===== src/rtl/core/whp_pkg.sv =====
// Shared types and constants of the window pair histogram core.
package whp_pkg;

    localparam int POS_W      = 28;
    localparam int MAX_WIN_W  = 22;
    localparam int CELLS      = 26;
    localparam int CELL_W     = 5;
    localparam int CLIP_BASE  = 2;
    localparam int CLIP_SLOTS = 8;

    localparam logic [1:0] OP_ADD    = 2'd0;
    localparam logic [1:0] OP_READ   = 2'd1;
    localparam logic [1:0] OP_CLEAR  = 2'd2;
    localparam logic [1:0] OP_UNUSED = 2'd3;

    typedef enum logic [1:0] {
        CMD_ADD,
        CMD_READ,
        CMD_CLEAR
    } cmd_kind_t;

    // One classified transaction handed from the front to the back.
    // For a read, first_win holds the window to read.
    typedef struct packed {
        cmd_kind_t              kind;
        logic [MAX_WIN_W-1:0]   first_win;
        logic [MAX_WIN_W-1:0]   last_win;
        logic [CELLS-1:0]       inc_mask;
        logic [CELL_W-1:0]      cnt_sel;
        logic                   zero_value;
        logic                   out_range;
    } cmd_t;

    // Queue status seen by the front and the back.
    typedef struct packed {
        logic full;
        logic empty;
    } queue_status_t;

endpackage


===== src/rtl/core/whp_queue.sv =====
// Short command queue between the front and the back.
module whp_queue (
    input  logic                    clk,
    input  logic                    rst_n,
    input  logic                    wr,
    input  whp_pkg::cmd_t           wr_cmd,
    input  logic                    rd,
    output whp_pkg::cmd_t           rd_cmd,
    output whp_pkg::queue_status_t  status
);

    localparam int DEPTH = 4;
    localparam int AW    = $clog2(DEPTH);

    whp_pkg::cmd_t  slots_reg [DEPTH];
    logic [AW-1:0]  wp_reg;
    logic [AW-1:0]  rp_reg;
    logic [AW:0]    cnt_reg;

    assign status.full  = cnt_reg == (AW+1)'(DEPTH);
    assign status.empty = cnt_reg == '0;
    assign rd_cmd       = slots_reg[rp_reg];

    always_ff @(posedge clk)
    begin
        if (wr)
            slots_reg[wp_reg] <= wr_cmd;
    end

    always_ff @(posedge clk or negedge rst_n)
    begin
        if (!rst_n)
        begin
            wp_reg  <= '0;
            rp_reg  <= '0;
            cnt_reg <= '0;
        end
        else
        begin
            if (wr)
                wp_reg <= wp_reg + 1'b1;
            if (rd)
                rp_reg <= rp_reg + 1'b1;
            cnt_reg <= cnt_reg + (AW+1)'(wr) - (AW+1)'(rd);
        end
    end

endmodule


===== config.mk =====
export PLATFORM = sky130hd
export DESIGN_NAME = whp_queue
export DESIGN_NICKNAME = d
export VERILOG_FILES = /design/src/rtl/core/whp_pkg.sv /design/src/rtl/core/whp_queue.sv
export SDC_FILE = /design/constraint.sdc
export NUM_CORES = 1
export LEC_CHECK = 0
export CAP_MARGIN = 5
export CELL_PAD_IN_SITES_DETAIL_PLACEMENT = 1
export CELL_PAD_IN_SITES_GLOBAL_PLACEMENT = 1
export CORE_MARGIN = 4
export CORE_UTILIZATION = 46
export DETAILED_ROUTE_END_ITERATION = 16
export DONT_BUFFER_PORTS = 1
export PLACE_DENSITY = 0.7
export SETUP_SLACK_MARGIN = 0.05
export SYNTH_ARGS = -nofsm -noshare
export SYNTH_HDL_FRONTEND = slang
export SYNTH_SLANG_ARGS = --single-unit

===== constraint.sdc =====
create_clock -name clk -period 6 [get_ports clk]
set_clock_uncertainty 0.2 [all_clocks]
set_input_delay 1.8 -clock clk [delete_from_list [all_inputs] [get_ports clk]]
set_output_delay 1.8 -clock clk [all_outputs]
set_load 0.005 [all_outputs]

==> impl_metrics.yaml <==
worst_setup_path:
  crit_start: "rp_reg[0]"
  r2r_slack_ns: 3.50
  rr_worst_depth: 4
  critPathBufInv: 1
  arrival_ns: 2.42
  crit_required_ns: 4.00
  r2r_end: "slots_reg[2][69]"
  worst-path-max-fanout: 36
  critical_path_class: "reg -> out"
  worst_path_max_delay_cell: "mux4_2"
  crit_path_start_kind: "flip-flop"
  regToRegStartpoint: "wp_reg[0]"
  endpoint_kind: "output pin"
  max_stage_delay_ns: 0.64
  crit_path_end: "rd_cmd[21]"
  path_delay_family: "multiplexers"
  worstPathCellList: "buf_4 -> mux4_2"
  crit_cells: 2
yosys:
  synth.distinct_cells: 17
  synthCells: 447
  async_flop_share: 0.0217
  yosys_warnings: 0
  ys_ff_latch: 323
  postSynthAreaPerCell_um2: 26.6
  synth_area_leaders: "edfxtp_1 80%, mux4_2 15%, dfrtp_1 1.5%"
  synth_area_mm2: 0.0119
  ys.flop_type: "edfxtp_1"
  synth-edff-count: 316
  synth_top_area_frac: 0.799
  seq_area_frac_synth: 0.814
  synth_top_area_cell: "edfxtp_1"
  syn_nets: 537
routing:
  drt_pass1_iterations: 4
  wl_um: 21700
  vias_per_cell: 5.60
  antenna_left: 0
  drt_iter0_drc: 272
  wl_per_cell_um: 26.2
  drt_drc_violations_left: 0
  vias: 4630
sta:
  setup_violations: 0
  rsz0062_at_grt: "false"
  hold_violations: 0
  finalHoldWorstSlack_ns: 0.334
  max_freq_mhz: 226
  relSlewSlack: 0.381
  tns_ns: 0
  fin_crit_ns: 4.42
  finalCritPeriodShare: 0.737
  tightest_slew_ns: 0.928
  slew_violations: 0
clock_network:
  cts_hold_buf: 0
  cts_htree_levels: 2
  cts_tree: "built"
  clk_path_buf_depth: 3
  clkLatencyLatePin_ns: 0.49
  clock-sinks: 323
  cts_inserted_buffers: 34
  cts_resized: 0
  cts_root_buffer: "clkbuf_16"
  postCtsSetupBuffers: 0
  clkTransAtPathRegs_ns: 0.06
placement:
  gp_congestion: 0.720
  port_buffers: 0
  dp_hpwl_um: 13200
  postPlaceCellArea_mm2: 0.0121
layout:
  largest_reg_flops: 316
  nets: 562
  diodes: 0
  fin_area_mm2: 0.0132
  synthToLayoutAreaGrowth_pct: 10.8
  drive_gt1_frac: 0.276
floorplanning:
  die_width_um: 169
  io_pins: 164
  coreArea_mm2: 0.0253
  rows: 58
  initial_utilization: 0.470
  die_h_um: 169
  dieArea_mm2: 0.0284
grt:
  grt_max_degree: 61
  track_usage: 0.153
  grt_pass1_wl_um: 33100
  grt_pass1_vias: 5218
  grt_overflow: 0
  antenna_found_initial: 0
status:
  status: "finished clean"
power_and_ir_drop:
  p_per_area_mw_per_mm2: 487
  ir_worst_vdd_uv: 277
  power_uw: 6400
  p_leak_uw: 0.00415
job:
  max_cap_violations: 0
min_path:
  hold_class: "reg -> reg"
==> stage by stage <==
stage	setup WS, ns	util	std cells
floorplan	1.71	-	447
global placement	2.04	0.481	766
detailed placement	2.00	0.481	766
CTS	1.47	0.521	827
global route	1.36	0.521	827
finish	1.58	0.521	827
==> layout by cell type (no fill, tap or decap), types with 2 or more instances in the layout <==
| cell type | instances |
|---|---|
| and2_4 | 4 |
| buf_4 | 7 |
| clkbuf_1 | 10 |
| clkbuf_16 | 35 |
| clkinv_1 | 6 |
| clkinv_2 | 7 |
| dfrtp_1 | 5 |
| dfrtp_4 | 2 |
| edfxtp_1 | 316 |
| ha_1 | 6 |
| inv_1 | 6 |
| mux4_2 | 79 |
| nand2_1 | 2 |
| xnor2_1 | 3 |
| xor2_1 | 2 |
==> cells by family (layout without fill, tap and decap cells) <==
kind of cell	count (synthesis)	after routing	share of synthesized area
compound gates	1	1	0.000421
xor+xnor	5	5	0.00369
fa+ha+maj	7	7	0.00801
buf+inv	24	74	0.0200
flops	323	323	0.814
mux	79	79	0.150
simple gates	8	8	0.00369
==> worst min-delay path by stage <==
stage | to | depth (start not counted) | slack [ns] | start
after CTS | wp_reg[0] | 1 | 0.34 | wp_reg[0]
after global routing | wp_reg[0] | 1 | 0.35 | wp_reg[0]
final | wp_reg[0] | 1 | 0.33 | wp_reg[0]
after global placement | wp_reg[0] | 1 | 0.31 | wp_reg[0]
after detailed placement | wp_reg[0] | 1 | 0.33 | wp_reg[0]
after floorplan | wp_reg[0] | 1 | 0.29 | wp_reg[0]
==> report_power, final <==
part / leakage [µW] / switching (µW) / internal (µW)
Sequential: 0.00298 / 214 / 2960
Clock: 0.000499 / 786 / 1120
Combinational: 0.000666 / 704 / 623
Total: 0.00415 / 1700 / 4700
==> layout make-up <==
type,instances,area (µm²)
clock buffer,45,913
tap,330,413
fill,2104,12100
clock inverter,16,104
sequential,323,9670
inverter,6,22.5
timing repair buffer,7,52.6
multi-input combinational,100,1980
==> cell usage after synthesis, types with 2 or more instances <==
cell type,number
nand2_1,2
xor2_1,2
ha_1,6
and2_1,4
buf_12,8
mux4_2,79
xnor2_1,3
inv_1,6
dfrtp_1,7
edfxtp_1,316
buf_2,8
==> per-layer routing <==
| metal | up-vias | track usage | share of wire |
|---|---|---|---|
| met4 | 0 | 0.0388 | 0.019 |
| met1 | 2496 | 0.198 | 0.40 |
| met2 | 129 | 0.259 | 0.52 |
| met5 | - | 0 | 0 |
| li1 | 1966 | - | - |
| met3 | 39 | 0.0448 | 0.066 |
Note: power is estimated with default switching activity, not from simulation.
