--- config.mk ---
export PLATFORM = sky130hd
export DESIGN_NAME = whp_front
export DESIGN_NICKNAME = d
export VERILOG_FILES = /design/src/rtl/core/whp_pkg.sv /design/src/rtl/core/whp_front.sv
export SDC_FILE = /design/constraint.sdc
export NUM_CORES = 1
export LEC_CHECK = 0
export ABC_AREA = 1
export ABC_CLOCK_PERIOD_IN_PS = 14700
export BUFFER_PORTS_ARGS = -buffer_cell sky130_fd_sc_hd__buf_2
export CAP_MARGIN = 40
export CELL_PAD_IN_SITES_DETAIL_PLACEMENT = 1
export CELL_PAD_IN_SITES_GLOBAL_PLACEMENT = 1
export CORE_MARGIN = 1
export CORE_UTILIZATION = 45
export CTS_BUF_LIST = sky130_fd_sc_hd__clkbuf_4 sky130_fd_sc_hd__clkbuf_8 sky130_fd_sc_hd__clkbuf_16
export CTS_CLUSTER_SIZE = 16
export DETAILED_ROUTE_END_ITERATION = 7
export PLACE_DENSITY_LB_ADDON = 0.08
export SETUP_SLACK_MARGIN = 0.02
export SLEW_MARGIN = 20
export SYNTH_ARGS = -nofsm -noshare
export SYNTH_HDL_FRONTEND = slang
export SYNTH_SLANG_ARGS = --single-unit
--- constraint.sdc ---
create_clock -name clk -period 14.7 [get_ports clk]
set_input_delay 1.47 -clock clk [delete_from_list [all_inputs] [get_ports clk]]
set_output_delay 1.47 -clock clk [all_outputs]
set_load 0.01 [all_outputs]
--- src/rtl/core/whp_pkg.sv ---
// Shared types and constants of the window pair histogram core.
package whp_pkg;

    localparam int POS_W      = 28;
    localparam int MAX_WIN_W  = 22;
    localparam int CELLS      = 26;
    localparam int CELL_W     = 5;
    localparam int CLIP_BASE  = 2;
    localparam int CLIP_SLOTS = 8;

    localparam logic [1:0] OP_ADD    = 2'd0;
    localparam logic [1:0] OP_READ   = 2'd1;
    localparam logic [1:0] OP_CLEAR  = 2'd2;
    localparam logic [1:0] OP_UNUSED = 2'd3;

    typedef enum logic [1:0] {
        CMD_ADD,
        CMD_READ,
        CMD_CLEAR
    } cmd_kind_t;

    // One classified transaction handed from the front to the back.
    // For a read, first_win holds the window to read.
    typedef struct packed {
        cmd_kind_t              kind;
        logic [MAX_WIN_W-1:0]   first_win;
        logic [MAX_WIN_W-1:0]   last_win;
        logic [CELLS-1:0]       inc_mask;
        logic [CELL_W-1:0]      cnt_sel;
        logic                   zero_value;
        logic                   out_range;
    } cmd_t;

    // Queue status seen by the front and the back.
    typedef struct packed {
        logic full;
        logic empty;
    } queue_status_t;

endpackage

--- src/rtl/core/whp_front.sv ---
// Front part: accepts transactions, works out window runs and counter masks.
module whp_front #(
    parameter int WINDOW_LENGTH = 600,
    parameter int WINDOW_STEP   = 100,
    parameter int NUM_WINDOWS   = 4096
) (
    input  logic                        clk,
    input  logic                        rst_n,
    input  logic                        in_valid,
    output logic                        in_ready,
    input  logic [1:0]                  op,
    input  logic                        pair_valid,
    input  logic [5:0]                  pair_type,
    input  logic                        mei_on_first,
    input  logic [whp_pkg::POS_W-1:0]   left_pos,
    input  logic [whp_pkg::POS_W-1:0]   right_pos,
    input  logic [11:0]                 read_window,
    input  logic [1:0]                  read_category,
    input  logic [2:0]                  read_slot,
    input  logic                        hold,
    input  whp_pkg::queue_status_t      q_status,
    output logic                        push,
    output whp_pkg::cmd_t               push_cmd
);

    localparam int PW = whp_pkg::POS_W;
    localparam logic [PW:0] RECIP = (PW+1)'((64'd1 << PW) / WINDOW_STEP);
    localparam logic [15:0] STEP  = 16'(WINDOW_STEP);
    localparam logic [PW-1:0] LEN = PW'(WINDOW_LENGTH);
    localparam logic [31:0] LAST_WIN = 32'(NUM_WINDOWS - 1);

    typedef enum logic [2:0] {
        F_IDLE,
        F_MUL,
        F_CHK,
        F_FIX,
        F_RANGE,
        F_PUSH
    } fstate_t;

    fstate_t            state_reg;
    logic [PW-1:0]      x_reg;
    logic [PW-1:0]      min_reg;
    logic               neg_reg;
    logic               sel_reg;
    logic [2*PW:0]      prod_reg;
    logic [PW-1:0]      qe_reg;
    logic [PW+15:0]     back_reg;
    logic [PW:0]        q0_reg;
    logic [PW:0]        q1_reg;
    whp_pkg::cmd_t      cmd_reg;

    logic [PW+15:0]     rem;
    logic [PW:0]        q_fix;
    logic [31:0]        first32;
    logic [31:0]        last32;
    logic [whp_pkg::CELLS-1:0] mask;
    logic [whp_pkg::CELL_W-1:0] rd_cell;
    logic [2:0]         clip_slot;

    assign in_ready = (state_reg == F_IDLE) && !hold;
    assign push     = (state_reg == F_PUSH) && !q_status.full;
    assign push_cmd = cmd_reg;

    assign rem   = {16'b0, x_reg} - back_reg;
    assign q_fix = (rem >= (PW+16)'(STEP)) ? ({1'b0, qe_reg} + 1'b1) : {1'b0, qe_reg};

    always_comb
    begin
        if (neg_reg)
            first32 = (q0_reg == '0) ? 32'd1 : 32'd0;
        else
            first32 = 32'(q0_reg) + 32'd1;
        if (32'(q1_reg) > LAST_WIN)
            last32 = LAST_WIN;
        else
            last32 = 32'(q1_reg);
    end

    always_comb
    begin
        mask = '0;
        if (pair_type <= 6'd2)
        begin
            mask[(pair_type == 6'd0) ? 0 : 1] = 1'b1;
        end
        else
        begin
            for (int c = 1; c <= 3; c++)
            begin
                clip_slot = {mei_on_first, pair_type[2 + c], pair_type[2]};
                mask[whp_pkg::CLIP_BASE + (c - 1) * whp_pkg::CLIP_SLOTS + int'(clip_slot)] = 1'b1;
            end
        end
        clip_slot = '0;
    end

    always_comb
    begin
        if (read_category == 2'd0)
            rd_cell = whp_pkg::CELL_W'(read_slot[0]);
        else
            rd_cell = whp_pkg::CELL_W'(whp_pkg::CLIP_BASE)
                    + whp_pkg::CELL_W'({read_category - 2'd1, 3'b000})
                    + whp_pkg::CELL_W'(read_slot);
    end

    always_ff @(posedge clk or negedge rst_n)
    begin
        if (!rst_n)
        begin
            state_reg <= F_IDLE;
        end
        else
        begin
            case (state_reg)
                F_IDLE:
                begin
                    if (in_valid && in_ready)
                    begin
                        cmd_reg.inc_mask   <= mask;
                        cmd_reg.cnt_sel    <= rd_cell;
                        cmd_reg.zero_value <= (read_category == 2'd0) && (read_slot >= 3'd2);
                        cmd_reg.out_range  <= 32'(read_window) > LAST_WIN;
                        cmd_reg.first_win  <= whp_pkg::MAX_WIN_W'(read_window);
                        cmd_reg.last_win   <= '0;
                        case (op)
                            whp_pkg::OP_ADD:
                            begin
                                cmd_reg.kind <= whp_pkg::CMD_ADD;
                                if (pair_valid)
                                begin
                                    neg_reg   <= right_pos < LEN;
                                    x_reg     <= (right_pos < LEN) ? (LEN - right_pos)
                                                                   : (right_pos - LEN);
                                    min_reg   <= left_pos;
                                    sel_reg   <= 1'b0;
                                    state_reg <= F_MUL;
                                end
                            end
                            whp_pkg::OP_READ:
                            begin
                                cmd_reg.kind <= whp_pkg::CMD_READ;
                                state_reg    <= F_PUSH;
                            end
                            whp_pkg::OP_CLEAR:
                            begin
                                cmd_reg.kind <= whp_pkg::CMD_CLEAR;
                                state_reg    <= F_PUSH;
                            end
                            default:
                            begin
                                state_reg <= F_IDLE;
                            end
                        endcase
                    end
                end
                F_MUL:
                begin
                    prod_reg  <= (2*PW+1)'({1'b0, x_reg}) * (2*PW+1)'(RECIP);
                    state_reg <= F_CHK;
                end
                F_CHK:
                begin
                    qe_reg    <= prod_reg[2*PW-1:PW];
                    back_reg  <= (PW+16)'(prod_reg[2*PW-1:PW]) * (PW+16)'(STEP);
                    state_reg <= F_FIX;
                end
                F_FIX:
                begin
                    if (!sel_reg)
                    begin
                        q0_reg    <= q_fix;
                        x_reg     <= min_reg;
                        sel_reg   <= 1'b1;
                        state_reg <= F_MUL;
                    end
                    else
                    begin
                        q1_reg    <= q_fix;
                        state_reg <= F_RANGE;
                    end
                end
                F_RANGE:
                begin
                    cmd_reg.first_win <= first32[whp_pkg::MAX_WIN_W-1:0];
                    cmd_reg.last_win  <= last32[whp_pkg::MAX_WIN_W-1:0];
                    state_reg <= (first32 > last32) ? F_IDLE : F_PUSH;
                end
                F_PUSH:
                begin
                    if (!q_status.full)
                        state_reg <= F_IDLE;
                end
                default:
                begin
                    state_reg <= F_IDLE;
                end
            endcase
        end
    end

endmodule

==> run summary <==
SYNTHESIS
---------------------------------------------------------------------------------
Cell count after synthesis                                                  3,216
Post-synthesis average cell area                                       8.64 sq um
Top cells by area in the synthesized netlist                         edfxtp_1 27%, ha_1 19%, fa_1 17%
Synth async-reset ratio                                                     1.19%
Sequential fraction of the synthesis area                                   27.3%
Number of flip-flops and latches in the synthesized netlist                   253
Mapped Area                                                          0.0278 sq mm
Count of different cell masters after synthesis                                53
Cell type with the largest total area after synthesis                    edfxtp_1
Main synth FF type                                                       edfxtp_1
Portion of synthesized cell area occupied by the leading cell type          27.0%
Number of synthesized flops with an enable pin                                250
Number of synthesis warnings                                                    0

TIMING
---------------------------------------------------------------------------------
Final critical delay including setup and external delays                  6.78 ns
Slew at the pin closest to its max-slew limit                            0.855 ns
Final worst path period share                                               46.1%
Final Setup Violations                                                          0
Sum of negative setup slack                                                  0 ns
Final-report max-slew violation count                                           0
Maximum clock skew at final layout                                      0.0251 ns
Worst max-slew margin expressed relative to the limit                       43.0%
RSZ-0062 raised after global routing                                           no
Highest Clock Rate                                                        147 MHz
Final Hold Fails                                                                0

LAYOUT
---------------------------------------------------------------------------------
Most frequent cells in the layout                                    809 x inv_1, 575 x nand2_1, 416 x ha_1, 250 x edfxtp_1, 235 x fa_1
Number of nets in the layout                                                4,170
Max FFs per register                                                           78
Most common cell after layout, fill and taps aside                          inv_1
Share of layout cells above drive strength 1                                7.99%
Layout Area Growth over Synthesis                                           11.1%

CRITICAL PATH
---------------------------------------------------------------------------------
Setup Crit Path Kind                                                   reg -> reg
Capture instance of the worst register-to-register path              prod_reg[48]
Crit path from                                                          x_reg[15]
Critical Path Fanout Max                                                        7
Worst path required time                                                 15.06 ns
Critical path launch point type                                              flop
Crit. End Element                                                            flop
Reg-to-reg setup timing slack                                             7.92 ns
Logic depth of the worst register-to-register path                             21
Crit Reg-Reg Startpoint                                                 x_reg[15]
Arrival time at the worst endpoint                                        7.14 ns

DETAILED ROUTING
---------------------------------------------------------------------------------
Total via count after detailed routing                                     22,000
Drt initial violations                                                        800
Routed length per instance                                                19.3 um
Detailed Route WL                                                       81,700 um
Average vias per placed instance                                             5.18
Length of the first detailed-routing pass in iterations                         5
Residual DRC count                                                              0
Antenna-violating nets left                                                     0

GLOBAL ROUTING
---------------------------------------------------------------------------------
Antenna violations before repair                                                1
Wire length of the first global-routing pass                           130,000 um
Number of global-route vias before repair                                  24,000
Overflow after GRT                                                              0
GRT Total Usage                                                             26.4%
Largest net degree at the start of global routing                              47

CLOCK TREE
---------------------------------------------------------------------------------
Clock tree from TritonCTS                                                   built
Clock root buffer                                                       clkbuf_16
Clock Sinks                                                                   253
Number of buffers inserted by hold repair at cts                                0
Number of buffers created by CTS                                               31
Clock latency at the later pin of the worst-skew pair                     0.60 ns
# Post-CTS Setup Buffers                                                        0
Count of H-tree levels built during CTS                                         1
CTS resizes                                                                     0
CTS clk-pin slew, worst paths                                             0.06 ns
Bufs on Longest Clock Path                                                      3

HOLD PATH
---------------------------------------------------------------------------------
Startpoint of the lowest-slack hold path                             prod_reg[29]
Min-Delay Path Depth                                                            0
Class of the tightest hold or removal check                            reg -> reg
Hold worst-path end                                                     qe_reg[1]

PLACE
---------------------------------------------------------------------------------
Gpl congestion                                                              0.912
Port Buffers                                                                  167
Detailed placer's ending HPWL                                           70,100 um

DIE
---------------------------------------------------------------------------------
Placement row count                                                            90
Initial Utilization                                                         45.8%
Total die area                                                       0.0628 sq mm
Horizontal die dimension                                                   251 um
Height of the chip                                                         251 um
Area of the core                                                     0.0607 sq mm
Count of pins on the block boundary                                           170

JOB
---------------------------------------------------------------------------------
Number of max-cap violations                                                    0

RUN STATUS
---------------------------------------------------------------------------------
Result of the run                                                    finished, final reports clean

## routing by layer
metal  routed length, um  vias up  GRT usage (%)
li1                    -    10700              -
met1               36600    10900           34.1
met2               41300      280           47.9
met3                1900      105           2.17
met4                1850        0           6.06
met5                   0        -              0
## cell usage after synthesis (6+ instances only)
cell / number
a31oi_1: 16
clkbuf_1: 14
xnor2_1: 30
o21bai_1: 8
o22ai_1: 17
and3_1: 6
xor2_1: 69
o21ai_0: 84
nand2_1: 575
nor2_1: 235
ha_1: 416
nand4_1: 67
edfxtp_1: 250
a21oi_1: 113
nor4_1: 23
nor3_1: 47
a22o_1: 10
fa_1: 235
inv_1: 809
a21o_1: 6
nor2_2: 8
buf_2: 7
nand3_1: 103
## critical path, cell delays in order (launching register included)
cell	delay, ns
edfxtp_1	0.75
inv_1	0.35
fa_1	0.61
inv_1	0.04
ha_1	0.27
inv_1	0.05
fa_1	0.48
inv_1	0.07
fa_1	0.51
fa_1	0.52
fa_1	0.56
ha_1	0.33
ha_1	0.39
nand2_1	0.13
nor2_1	0.10
inv_1	0.08
nor2_1	0.16
nand3_1	0.08
o21ai_0	0.65
nand3b_1	0.22
nand3_1	0.12
nand2_1	0.05
## through the flow
stage	area, sq um	hold WS, ns	util (%)	cells	setup slack (ns)
2_1_floorplan	27900	0.461	-	3236	7.68
3_3_place_gp	29700	0.491	48.9	4168	7.99
3_5_place_dp	29800	0.488	49.0	4175	7.87
4_1_cts	30900	0.503	50.8	4233	7.87
5_1_grt	30900	0.527	50.9	4237	7.51
6_report	30900	0.496	50.9	4238	7.92
## worst max path at each step
stage                   endpoint  depth (start not counted)
floorplan               x_reg[0]                          5
global placement    prod_reg[48]                         21
detailed placement  prod_reg[48]                         21
CTS                 prod_reg[48]                         21
global route        prod_reg[48]                         21
finish              prod_reg[48]                         21
## kinds of logic (layout without fill, tap and decap cells)
kind of cell,count (synthesis),after routing,share of synthesized area [%]
simple gates,1089,1089,16.7
fa+ha+maj,651,651,35.6
buf+inv,841,1060,11.5
xor+xnor,99,99,3.12
flops,253,253,27.3
compound gates,281,281,5.73
other cells,2,23,0.0270
## area by class of cell
cell class | count | area [sq um]
multi-input cells | 2142 | 17100
well taps | 782 | 978
clock buffers | 35 | 825
fillers | 7242 | 29800
inverters | 813 | 3050
clock inverters | 23 | 274
repair buffers | 189 | 1050
flip-flops and latches | 253 | 7580
diodes | 1 | 2.50
Power is not shown: default switching activity piles up to over one toggle a cycle in this logic, so the estimate is an artifact.
